**src/rtl/core/urpw_pkg.sv**
```systemverilog
// Package for the response pattern watcher: slot type, register indexes,
// mode, status and opcode codes, and the fixed reply texts.
// No dependencies.
package urpw_pkg;

  localparam int unsigned WINDOW     = 10;
  localparam int unsigned NPAT       = 4;
  localparam int unsigned CFG_DATA_W = 64;
  localparam int unsigned CFG_IDX_W  = 3;
  localparam int unsigned OK_LEN     = 6;

  // Texts stored first character in the top byte.
  localparam logic [WINDOW*8-1:0] CONN_TEXT = "Connection";
  localparam logic [OK_LEN*8-1:0] OK_TEXT   = "200 OK";

  localparam int unsigned PAT_SA = 0;
  localparam int unsigned PAT_SB = 1;
  localparam int unsigned PAT_EA = 2;
  localparam int unsigned PAT_EB = 3;

  localparam logic [CFG_IDX_W-1:0] REG_MODE      = 3'd0;
  localparam logic [CFG_IDX_W-1:0] REG_SUCCESS_A = 3'd1;
  localparam logic [CFG_IDX_W-1:0] REG_SUCCESS_B = 3'd2;
  localparam logic [CFG_IDX_W-1:0] REG_ERROR_A   = 3'd3;
  localparam logic [CFG_IDX_W-1:0] REG_ERROR_B   = 3'd4;
  localparam logic [CFG_IDX_W-1:0] REG_LENGTHS   = 3'd5;
  localparam logic [CFG_IDX_W-1:0] REG_LISTEN    = 3'd6;

  localparam logic [2:0] MODE_SA           = 3'd0;
  localparam logic [2:0] MODE_SA_EA        = 3'd1;
  localparam logic [2:0] MODE_SA_EAB       = 3'd2;
  localparam logic [2:0] MODE_SAB_EA       = 3'd3;
  localparam logic [2:0] MODE_SAB_EAB_CONN = 3'd4;

  localparam logic [1:0] STATUS_PENDING = 2'd0;
  localparam logic [1:0] STATUS_SUCCESS = 2'd1;
  localparam logic [1:0] STATUS_ERROR   = 2'd2;

  localparam logic OP_RX_BYTE = 1'b0;
  localparam logic OP_COMMAND = 1'b1;

  typedef struct packed {
    logic       valid;
    logic [7:0] data;
  } urpw_slot_t;

endpackage

```
**src/rtl/core/urpw_cell.sv**
```systemverilog
// One window cell of the response pattern watcher: holds one history byte,
// passes it to the next cell and compares the incoming byte with pattern text.
// Depends on urpw_pkg.
module urpw_cell
  import urpw_pkg::*;
#(
  parameter int unsigned CELL_IDX      = 0,
  parameter int unsigned PATTERN_CHARS = 8
) (
  input  logic                                       clk_i,
  input  logic                                       rst_ni,
  input  logic                                       shift_en_i,
  input  logic                                       flush_i,
  input  urpw_slot_t                                 slot_i,
  input  logic [NPAT-1:0][PATTERN_CHARS-1:0][7:0]    pattern_i,
  output urpw_slot_t                                 slot_o,
  output logic [NPAT-1:0][PATTERN_CHARS-1:0]         pat_eq_o,
  output logic                                       conn_eq_o,
  output logic                                       ok_eq_o
);

  localparam bit IS_HEAD = (CELL_IDX == 0);

  urpw_slot_t view;
  logic       valid_q;
  logic [7:0] data_q;

  always_comb begin
    view       = slot_i;
    view.valid = slot_i.valid & (IS_HEAD | ~flush_i);
  end

  always_ff @(posedge clk_i or negedge rst_ni) begin
    if (!rst_ni) begin
      valid_q <= 1'b0;
    end else if (shift_en_i) begin
      valid_q <= view.valid;
    end
  end

  always_ff @(posedge clk_i) begin
    if (shift_en_i) begin
      data_q <= view.data;
    end
  end

  assign slot_o.valid = valid_q;
  assign slot_o.data  = data_q;

  for (genvar p = 0; p < NPAT; p++) begin : g_pat
    for (genvar l = 1; l <= PATTERN_CHARS; l++) begin : g_len
      if (CELL_IDX >= l) begin : g_out
        assign pat_eq_o[p][l-1] = 1'b1;
      end else begin : g_cmp
        assign pat_eq_o[p][l-1] = view.valid && (view.data == pattern_i[p][l-1-CELL_IDX]);
      end
    end
  end

  assign conn_eq_o = view.valid && (view.data == CONN_TEXT[CELL_IDX*8 +: 8]);

  if (CELL_IDX < OK_LEN) begin : g_ok
    assign ok_eq_o = view.valid && (view.data == OK_TEXT[CELL_IDX*8 +: 8]);
  end else begin : g_no_ok
    assign ok_eq_o = 1'b1;
  end

endmodule

```
**src/rtl/core/uart_response_pattern_watcher.sv**
```systemverilog
// Response pattern watcher: watches received modem bytes for reply patterns.
// Top level; builds on urpw_pkg and a row of urpw_cell window cells.
//
// Usage:
//   Requests enter on in_valid_i/in_stall_o with opcode_i and rx_byte_i.
//   A request is taken at a clock edge with in_valid_i high and in_stall_o low.
//   Opcode "command" arms a history clear and drops any latched decision.
//   Opcode "byte" shifts rx_byte_i into a ten-cell window when listening is on.
//   Each request yields one result on out_valid_o/out_stall_i:
//   status_o, decided_now_o and history_wrapped_o.
//   Throughput is one request per cycle while in_stall_o is low; every cell
//   compares the byte entering it with the pattern texts in the same cycle.
//   The result sits in an output register; a new request is taken while it
//   is being taken, so stalls only hold the input when the register is full.
//   Configuration is written on cfg_we_i/cfg_index_i/cfg_data_i; the user
//   must do so only while idle, and the block does not enforce it. Reset
//   clears the window, byte count, decision and configuration registers.
module uart_response_pattern_watcher
  import urpw_pkg::*;
#(
  parameter int unsigned HISTORY_DEPTH = 300,
  parameter int unsigned PATTERN_CHARS = 8
) (
  input  logic                  clk_i,
  input  logic                  rst_ni,
  input  logic                  cfg_we_i,
  input  logic [CFG_IDX_W-1:0]  cfg_index_i,
  input  logic [CFG_DATA_W-1:0] cfg_data_i,
  input  logic                  in_valid_i,
  output logic                  in_stall_o,
  input  logic                  opcode_i,
  input  logic [7:0]            rx_byte_i,
  output logic                  out_valid_o,
  input  logic                  out_stall_i,
  output logic [1:0]            status_o,
  output logic                  decided_now_o,
  output logic                  history_wrapped_o
);

  localparam int unsigned CW = $clog2(HISTORY_DEPTH + 1);
  localparam int unsigned EW = $clog2(PATTERN_CHARS + 1);

  logic [2:0]                              mode_q;
  logic [NPAT-1:0][PATTERN_CHARS-1:0][7:0] pattern_q;
  logic [NPAT-1:0][3:0]                    lengths_q;
  logic                                    listen_q;

  logic [CW-1:0] count_q, count_d;
  logic          decided_q, decided_d;
  logic [1:0]    verdict_q, verdict_d;
  logic          ok_seen_q, ok_seen_d;
  logic          zero_seen_q, zero_seen_d;
  logic          clear_pending_q, clear_pending_d;

  logic       out_valid_q;
  logic [1:0] status_q, status_d;
  logic       now_q, now_d;
  logic       wrap_q, wrap_d;

  logic accept, byte_step, full, flush, wrapped, hidden, ok_prev;

  urpw_slot_t [WINDOW-1:0]                       slot_in, slot_out;
  logic [WINDOW-1:0][NPAT-1:0][PATTERN_CHARS-1:0] pat_eq;
  logic [WINDOW-1:0]                             conn_eq, ok_eq;
  logic [NPAT-1:0][PATTERN_CHARS-1:0]            and_all;
  logic [NPAT-1:0][EW-1:0]                       eff;
  logic [NPAT-1:0]                               hit;
  logic conn_all, ok_all, succ, err;

  function automatic logic [EW-1:0] eff_len(input logic [3:0] len,
                                            input logic [PATTERN_CHARS-1:0][7:0] chars);
    int unsigned lim;
    logic        run;
    logic [EW-1:0] n;
    lim = (int'(len) > PATTERN_CHARS) ? PATTERN_CHARS : int'(len);
    run = 1'b1;
    n   = '0;
    for (int unsigned i = 0; i < PATTERN_CHARS; i++) begin
      if (run && (i < lim) && (chars[i] != 8'd0)) begin
        n = n + EW'(1);
      end else begin
        run = 1'b0;
      end
    end
    return n;
  endfunction

  always_ff @(posedge clk_i or negedge rst_ni) begin
    if (!rst_ni) begin
      mode_q    <= MODE_SA;
      pattern_q <= '0;
      lengths_q <= '0;
      listen_q  <= 1'b0;
    end else if (cfg_we_i) begin
      unique case (cfg_index_i)
        REG_MODE:      mode_q            <= cfg_data_i[2:0];
        REG_SUCCESS_A: pattern_q[PAT_SA] <= cfg_data_i[PATTERN_CHARS*8-1:0];
        REG_SUCCESS_B: pattern_q[PAT_SB] <= cfg_data_i[PATTERN_CHARS*8-1:0];
        REG_ERROR_A:   pattern_q[PAT_EA] <= cfg_data_i[PATTERN_CHARS*8-1:0];
        REG_ERROR_B:   pattern_q[PAT_EB] <= cfg_data_i[PATTERN_CHARS*8-1:0];
        REG_LENGTHS:   lengths_q         <= cfg_data_i[NPAT*4-1:0];
        REG_LISTEN:    listen_q          <= cfg_data_i[0];
        default: ;
      endcase
    end
  end

  assign in_stall_o = out_valid_q & out_stall_i;
  assign accept     = in_valid_i & ~in_stall_o;
  assign byte_step  = accept & (opcode_i == OP_RX_BYTE) & listen_q;

  assign full    = (count_q >= CW'(HISTORY_DEPTH));
  assign flush   = clear_pending_q | full;
  assign wrapped = ~clear_pending_q & full;
  assign hidden  = ~flush & zero_seen_q;
  assign ok_prev = ~flush & ok_seen_q;

  for (genvar c = 0; c < WINDOW; c++) begin : g_cell
    if (c == 0) begin : g_head
      assign slot_in[c].valid = 1'b1;
      assign slot_in[c].data  = rx_byte_i;
    end else begin : g_link
      assign slot_in[c] = slot_out[c-1];
    end
    urpw_cell #(
      .CELL_IDX      (c),
      .PATTERN_CHARS (PATTERN_CHARS)
    ) u_cell (
      .clk_i      (clk_i),
      .rst_ni     (rst_ni),
      .shift_en_i (byte_step),
      .flush_i    (flush),
      .slot_i     (slot_in[c]),
      .pattern_i  (pattern_q),
      .slot_o     (slot_out[c]),
      .pat_eq_o   (pat_eq[c]),
      .conn_eq_o  (conn_eq[c]),
      .ok_eq_o    (ok_eq[c])
    );
  end

  always_comb begin
    and_all = '1;
    for (int unsigned c = 0; c < WINDOW; c++) begin
      and_all = and_all & pat_eq[c];
    end
    conn_all = &conn_eq;
    ok_all   = &ok_eq;
    for (int unsigned p = 0; p < NPAT; p++) begin
      eff[p] = eff_len(lengths_q[p], pattern_q[p]);
      hit[p] = 1'b0;
      for (int unsigned l = 1; l <= PATTERN_CHARS; l++) begin
        if (eff[p] == EW'(l)) begin
          hit[p] = ~hidden & and_all[p][l-1];
        end
      end
      if (eff[p] == '0) begin
        hit[p] = 1'b1;
      end
    end
  end

  always_comb begin
    succ = 1'b0;
    err  = 1'b0;
    unique case (mode_q)
      MODE_SA: begin
        succ = hit[PAT_SA];
      end
      MODE_SA_EA: begin
        succ = hit[PAT_SA];
        err  = hit[PAT_EA];
      end
      MODE_SA_EAB: begin
        succ = hit[PAT_SA];
        err  = hit[PAT_EA] | hit[PAT_EB];
      end
      MODE_SAB_EA: begin
        succ = hit[PAT_SA] | hit[PAT_SB];
        err  = hit[PAT_EA];
      end
      MODE_SAB_EAB_CONN: begin
        succ = hit[PAT_SA] | hit[PAT_SB];
        err  = hit[PAT_EA] | hit[PAT_EB] | (~hidden & ~ok_prev & conn_all);
      end
      default: ;
    endcase
  end

  always_comb begin
    count_d         = count_q;
    decided_d       = decided_q;
    verdict_d       = verdict_q;
    ok_seen_d       = ok_seen_q;
    zero_seen_d     = zero_seen_q;
    clear_pending_d = clear_pending_q;
    status_d        = verdict_q;
    now_d           = 1'b0;
    wrap_d          = 1'b0;
    if (accept && (opcode_i == OP_COMMAND)) begin
      clear_pending_d = 1'b1;
      decided_d       = 1'b0;
      verdict_d       = STATUS_PENDING;
      status_d        = STATUS_PENDING;
    end else if (byte_step) begin
      clear_pending_d = 1'b0;
      count_d         = (flush ? '0 : count_q) + CW'(1);
      zero_seen_d     = hidden | (rx_byte_i == 8'd0);
      ok_seen_d       = ok_prev | (~hidden & ok_all);
      wrap_d          = wrapped;
      if (!decided_q && succ) begin
        verdict_d = STATUS_SUCCESS;
        decided_d = 1'b1;
        now_d     = 1'b1;
      end else if (!decided_q && err) begin
        verdict_d = STATUS_ERROR;
        decided_d = 1'b1;
        now_d     = 1'b1;
      end
      status_d = verdict_d;
    end
  end

  always_ff @(posedge clk_i or negedge rst_ni) begin
    if (!rst_ni) begin
      count_q         <= '0;
      decided_q       <= 1'b0;
      verdict_q       <= STATUS_PENDING;
      ok_seen_q       <= 1'b0;
      zero_seen_q     <= 1'b0;
      clear_pending_q <= 1'b0;
      out_valid_q     <= 1'b0;
    end else begin
      count_q         <= count_d;
      decided_q       <= decided_d;
      verdict_q       <= verdict_d;
      ok_seen_q       <= ok_seen_d;
      zero_seen_q     <= zero_seen_d;
      clear_pending_q <= clear_pending_d;
      if (accept) begin
        out_valid_q <= 1'b1;
      end else if (!out_stall_i) begin
        out_valid_q <= 1'b0;
      end
    end
  end

  always_ff @(posedge clk_i) begin
    if (accept) begin
      status_q <= status_d;
      now_q    <= now_d;
      wrap_q   <= wrap_d;
    end
  end

  assign out_valid_o       = out_valid_q;
  assign status_o          = status_q;
  assign decided_now_o     = now_q;
  assign history_wrapped_o = wrap_q;

  a_now_has_verdict: assert property (@(posedge clk_i) disable iff (!rst_ni)
    out_valid_o && decided_now_o |-> status_o != STATUS_PENDING)
    else $error("decision reported without a verdict");

  a_count_bound: assert property (@(posedge clk_i) disable iff (!rst_ni)
    count_q <= CW'(HISTORY_DEPTH))
    else $error("byte count above history depth");

  a_wrap_restarts: assert property (@(posedge clk_i) disable iff (!rst_ni)
    byte_step && wrapped |=> count_q == CW'(1))
    else $error("history wrap did not restart the count");

  a_undecided_pending: assert property (@(posedge clk_i) disable iff (!rst_ni)
    !decided_q |-> verdict_q == STATUS_PENDING)
    else $error("verdict held without a decision");

endmodule
```
**config.mk**
```make
export PLATFORM = sky130hd
export DESIGN_NAME = uart_response_pattern_watcher
export DESIGN_NICKNAME = d
export VERILOG_FILES = /design/src/rtl/core/urpw_pkg.sv /design/src/rtl/core/urpw_cell.sv /design/src/rtl/core/uart_response_pattern_watcher.sv
export SDC_FILE = /design/constraint.sdc
export NUM_CORES = 1
export LEC_CHECK = 0
export BUFFER_PORTS_ARGS = -buffer_cell sky130_fd_sc_hd__buf_2
export CAP_MARGIN = 20
export CELL_PAD_IN_SITES_DETAIL_PLACEMENT = 1
export CELL_PAD_IN_SITES_GLOBAL_PLACEMENT = 2
export CORE_AREA = 2 2 254 281
export CTS_CLUSTER_SIZE = 12
export DETAILED_ROUTE_END_ITERATION = 8
export DIE_AREA = 0 0 256 283
export PLACE_DENSITY = 0.84
export SLEW_MARGIN = 20
export SYNTH_ARGS = -nofsm -noshare
export SYNTH_HDL_FRONTEND = slang
export SYNTH_SLANG_ARGS = --single-unit
```
**constraint.sdc**
```tcl
create_clock -name clk_i -period 9.96 [get_ports clk_i]
set_input_delay 0 -clock clk_i [delete_from_list [all_inputs] [get_ports clk_i]]
set_output_delay 0 -clock clk_i [all_outputs]
set_load 0.03 [all_outputs]
```
==> impl_metrics.ini <==
[run_status]
status = finished, violations left
violations = hold timing

[synthesis]
syn_inst = 3164
synthesis.nets = 3270
async_flop_share = 0.7984
ys_types = 89
netlist_area_mm2 = 0.03105
synth_edf_count = 76
synth_seq_cells = 377
yosys.area.top_type = dfrtp_1
synth_area_leaders = dfrtp_1, xnor2_1, xor2_1
ys_seq_area_frac = 0.3160
syn_avg_cell_area_um2 = 9.815
ys_warn_count = 0
yosysTopAreaCellShare = 0.2426
synth_ff_type = dfrtp_1

[place]
place_ws_ns = 2.252
port_buffers = 86
dp_hpwl_um = 118500
dpl.cell_count = 3925
gp_congestion = 1.004

[die]
dieWidth_um = 256
start_util = 0.4448
io_pins = 87
die_area_mm2 = 0.07245
core_mm2 = 0.06981
die_y_um = 283
rows = 102

[detailed_routing]
first_pass_iters = 6
wl_per_cell_um = 43.58
vias_per_cell = 6.920
wl_um = 178400
highest_layer = met5
drcViolationCount = 0
postRouteAntennaNets = 0
drt-met1-wl_um = 65110
vias = 28330
wl_met2_um = 72910
dr_wl_met3_um = 22050
drt_iter0_markers = 3587

[timing]
fmax_mhz = 127.6
slew_viol_final = 0
finalSetupTns_ns = 0
hold_viol = 5
fin_ws_ns = 2.125
rsz0062_at_grt = false
worst_clock_skew_ns = 0.02548
tightest_slew_ns = 1.268
layout_min_cycle_time_ns = 7.835
relSlewSlack = 0.1466
worst_hold_slack_ns = -0.01454
setup_viol = 0
post-route-period-util = 0.7867

[power_and_ir_drop]
p_leak_nw = 12.38
p_per_area_mw_per_mm2 = 234.0
power_mw = 8.005
p_sw_mw = 3.658
seq_power_share = 0.353
comb_power_share = 0.426
ir_worst_vdd_mv = 0.1620
p_int_mw = 4.347
p_clk_frac = 0.221
swShare = 0.4570

[global_routing]
grt_pass1_vias = 28480
grt_max_degree = 141
grt_usage = 0.4821
grt-ovfl-total = 0
antenna_found_initial = 29
grt_pass1_wl_um = 241700

[clock_tree]
cts_setup_buffers = 0
clock-sinks = 377
clock_latency_ns = 0.62
tritoncts = built
postCtsHoldBufs = 65
cts-root-buf = clkbuf_16
cts.path.max_buffers = 3
clk_pin_slew_worst_paths_ns = 0.06
post_cts_resized = 0
ctsHtreeMaxLevel = 2
cts_inserted_buffers = 46

[worst_setup_path]
cp.required_ns = 10.34
r2r_setup_slack_ns = 2.12
arrival_ns = 8.21
crit_type = reg -> reg
critPathLaunch = pattern_q[9]
reg2reg_from = pattern_q[9]
cp-end-kind = flop
path_max_fanout = 9
start_kind = flop

[cells_and_area]
area_growth_pct = 10.17
drive_gt1_frac = 0.1803
layout.nets = 3208
instances_no_fill = 4094

[min_path]
hold_path_class = in -> async

[flow_run]
drv_cap = 0
metal layers:
metal / global-route usage / up-vias
met5: 0 / -
met2: 0.6895 / 2209
met4: 0.4020 / 6
met1: 0.5947 / 14400
met3: 0.1463 / 819
li1: - / 10890
Yosys cell counts, types with 4 or more instances:
library cell,n
o21ai_0,29
nor2b_1,5
nor3_1,25
a21oi_1,38
mux2i_1,20
and3_1,4
a21boi_0,7
a22o_1,9
nor4b_1,8
nor3b_1,7
nand4_1,202
o21a_1,5
edfxtp_1,76
mux2_2,284
buf_1,95
xnor2_1,667
nand2b_1,6
ha_1,25
o211ai_1,9
a21o_1,6
o32ai_1,5
or3_1,4
nand2_1,69
nand3_1,39
buf_2,51
a32oi_1,5
clkbuf_1,200
nor4_1,220
nand4b_1,18
inv_1,24
dfrtp_1,301
buf_4,4
a211oi_1,7
or4_1,24
xor2_1,517
a22oi_1,6
o21ai_1,6
nor2_1,46
and2_1,6
a31oi_1,12
path summary, 6_finish.rpt:
path	endpoint	cells past startpoint
worst max register to register	status_o[0]	27
min in group clk_i	listen_q	2
worst min-delay path	lengths_q[8]	2
max in group asynchronous	pattern_q[249]	4
worst max-delay path	status_o[0]	27
worst min register to register	g_cell[8].u_cell.data_q[6]	0
flip-flops by register name, indices dropped and copies added (netlist names):
signal	count
history_wrapped_o	1
listen_q	1
count_q	9
pattern_q	256
decided_now_o	1
out_valid_o	1
clear_pending_q	1
mode_q	3
ok_seen_q	1
verdict_q	2
lengths_q	16
status_o	2
decided_q	1
g_cell.u_cell.data_q	72
g_cell.u_cell.valid_q	9
zero_seen_q	1
cell usage in the layout (no fill, tap or decap), types with 9 or more instances in the layout:
cell and n:
buf_4 90, a22o_1 9, nor2_1 45, dfrtp_1 301, diode_2 18, nand4b_1 18
clkbuf_1 12, nand2_1 69, nor3_1 24, buf_2 85, dlygate4sd3_1 65, xnor2_1 667
o211ai_1 9, o21ai_0 29, xor2_1 517, clkbuf_16 48, nand3_1 39, ha_1 25
edfxtp_1 76, a31oi_1 12, mux2_2 284, inv_1 24, nor4_1 219, a21oi_1 38
mux2i_1 20, or4_1 24, nand4_1 202
per-stage QoR:
| step | utilization | instance area (µm²) |
|---|---|---|
| 6_report | 0.4901 | 34210 |
| 5_1_grt | 0.4897 | 34180 |
| 4_1_cts | 0.4894 | 34170 |
| 3_5_place_dp | 0.4583 | 32000 |
| 3_3_place_gp | 0.4579 | 31970 |
| 2_1_floorplan | - | 31050 |
logic make-up (layout without fill, tap and decap cells):
group           Yosys count  count (layout)  synth area share
fa+ha+maj                25              25           0.01007
other cells               0              18                 0
simple gates            709             709            0.1365
flops                   377             377            0.3160
mux                     308             308            0.1117
buf+inv                 379             355           0.04871
xor+xnor               1189            1189            0.3369
compound gates          177             177           0.04001
final cells by class:
class                      count  area (µm²)
clock inverter                24       245.2
inverter                      25       95.09
antenna                       18       45.04
clock buffer                  62        1274
sequential                   377        9814
timing repair buffer         244        1817
tap                          936        1171
multi-input combinational   2408       19750
fill                        7686       35600
power by group through the flow:
stage	Clock [mW]	Combinational, mW	Sequential [mW]
2_1_floorplan	0	2.82	2.03
3_3_place_gp	0	3.18	2.77
3_5_place_dp	0	3.28	2.79
4_1_cts	1.77	3.33	2.76
5_1_grt	1.83	3.64	2.82
6_report	1.77	3.41	2.83
worst max-delay path, cell delays in order (launching register included):
cell and delay (ns):
dfrtp_1 0.54, or4_1 0.72, o32ai_1 0.16, a21oi_1 0.08, ha_1 0.30, inv_1 0.15
a221oi_4 0.09, xor2_1 0.21, ha_1 0.31, inv_1 0.10, a21oi_1 0.08, ha_1 0.30
a32o_1 0.25, ha_1 0.30, o21ai_0 0.07, mux2_2 0.27, o2bb2ai_1 0.43, ha_1 0.34
mux2_2 0.28, ha_1 0.29, mux2_2 0.29, mux2i_4 0.22, and3_1 0.20, nor4_1 0.06
o32a_1 0.34, o21ai_1 0.70, a31oi_1 0.25, a31o_1 0.25
(Power assumes the default switching activity.)
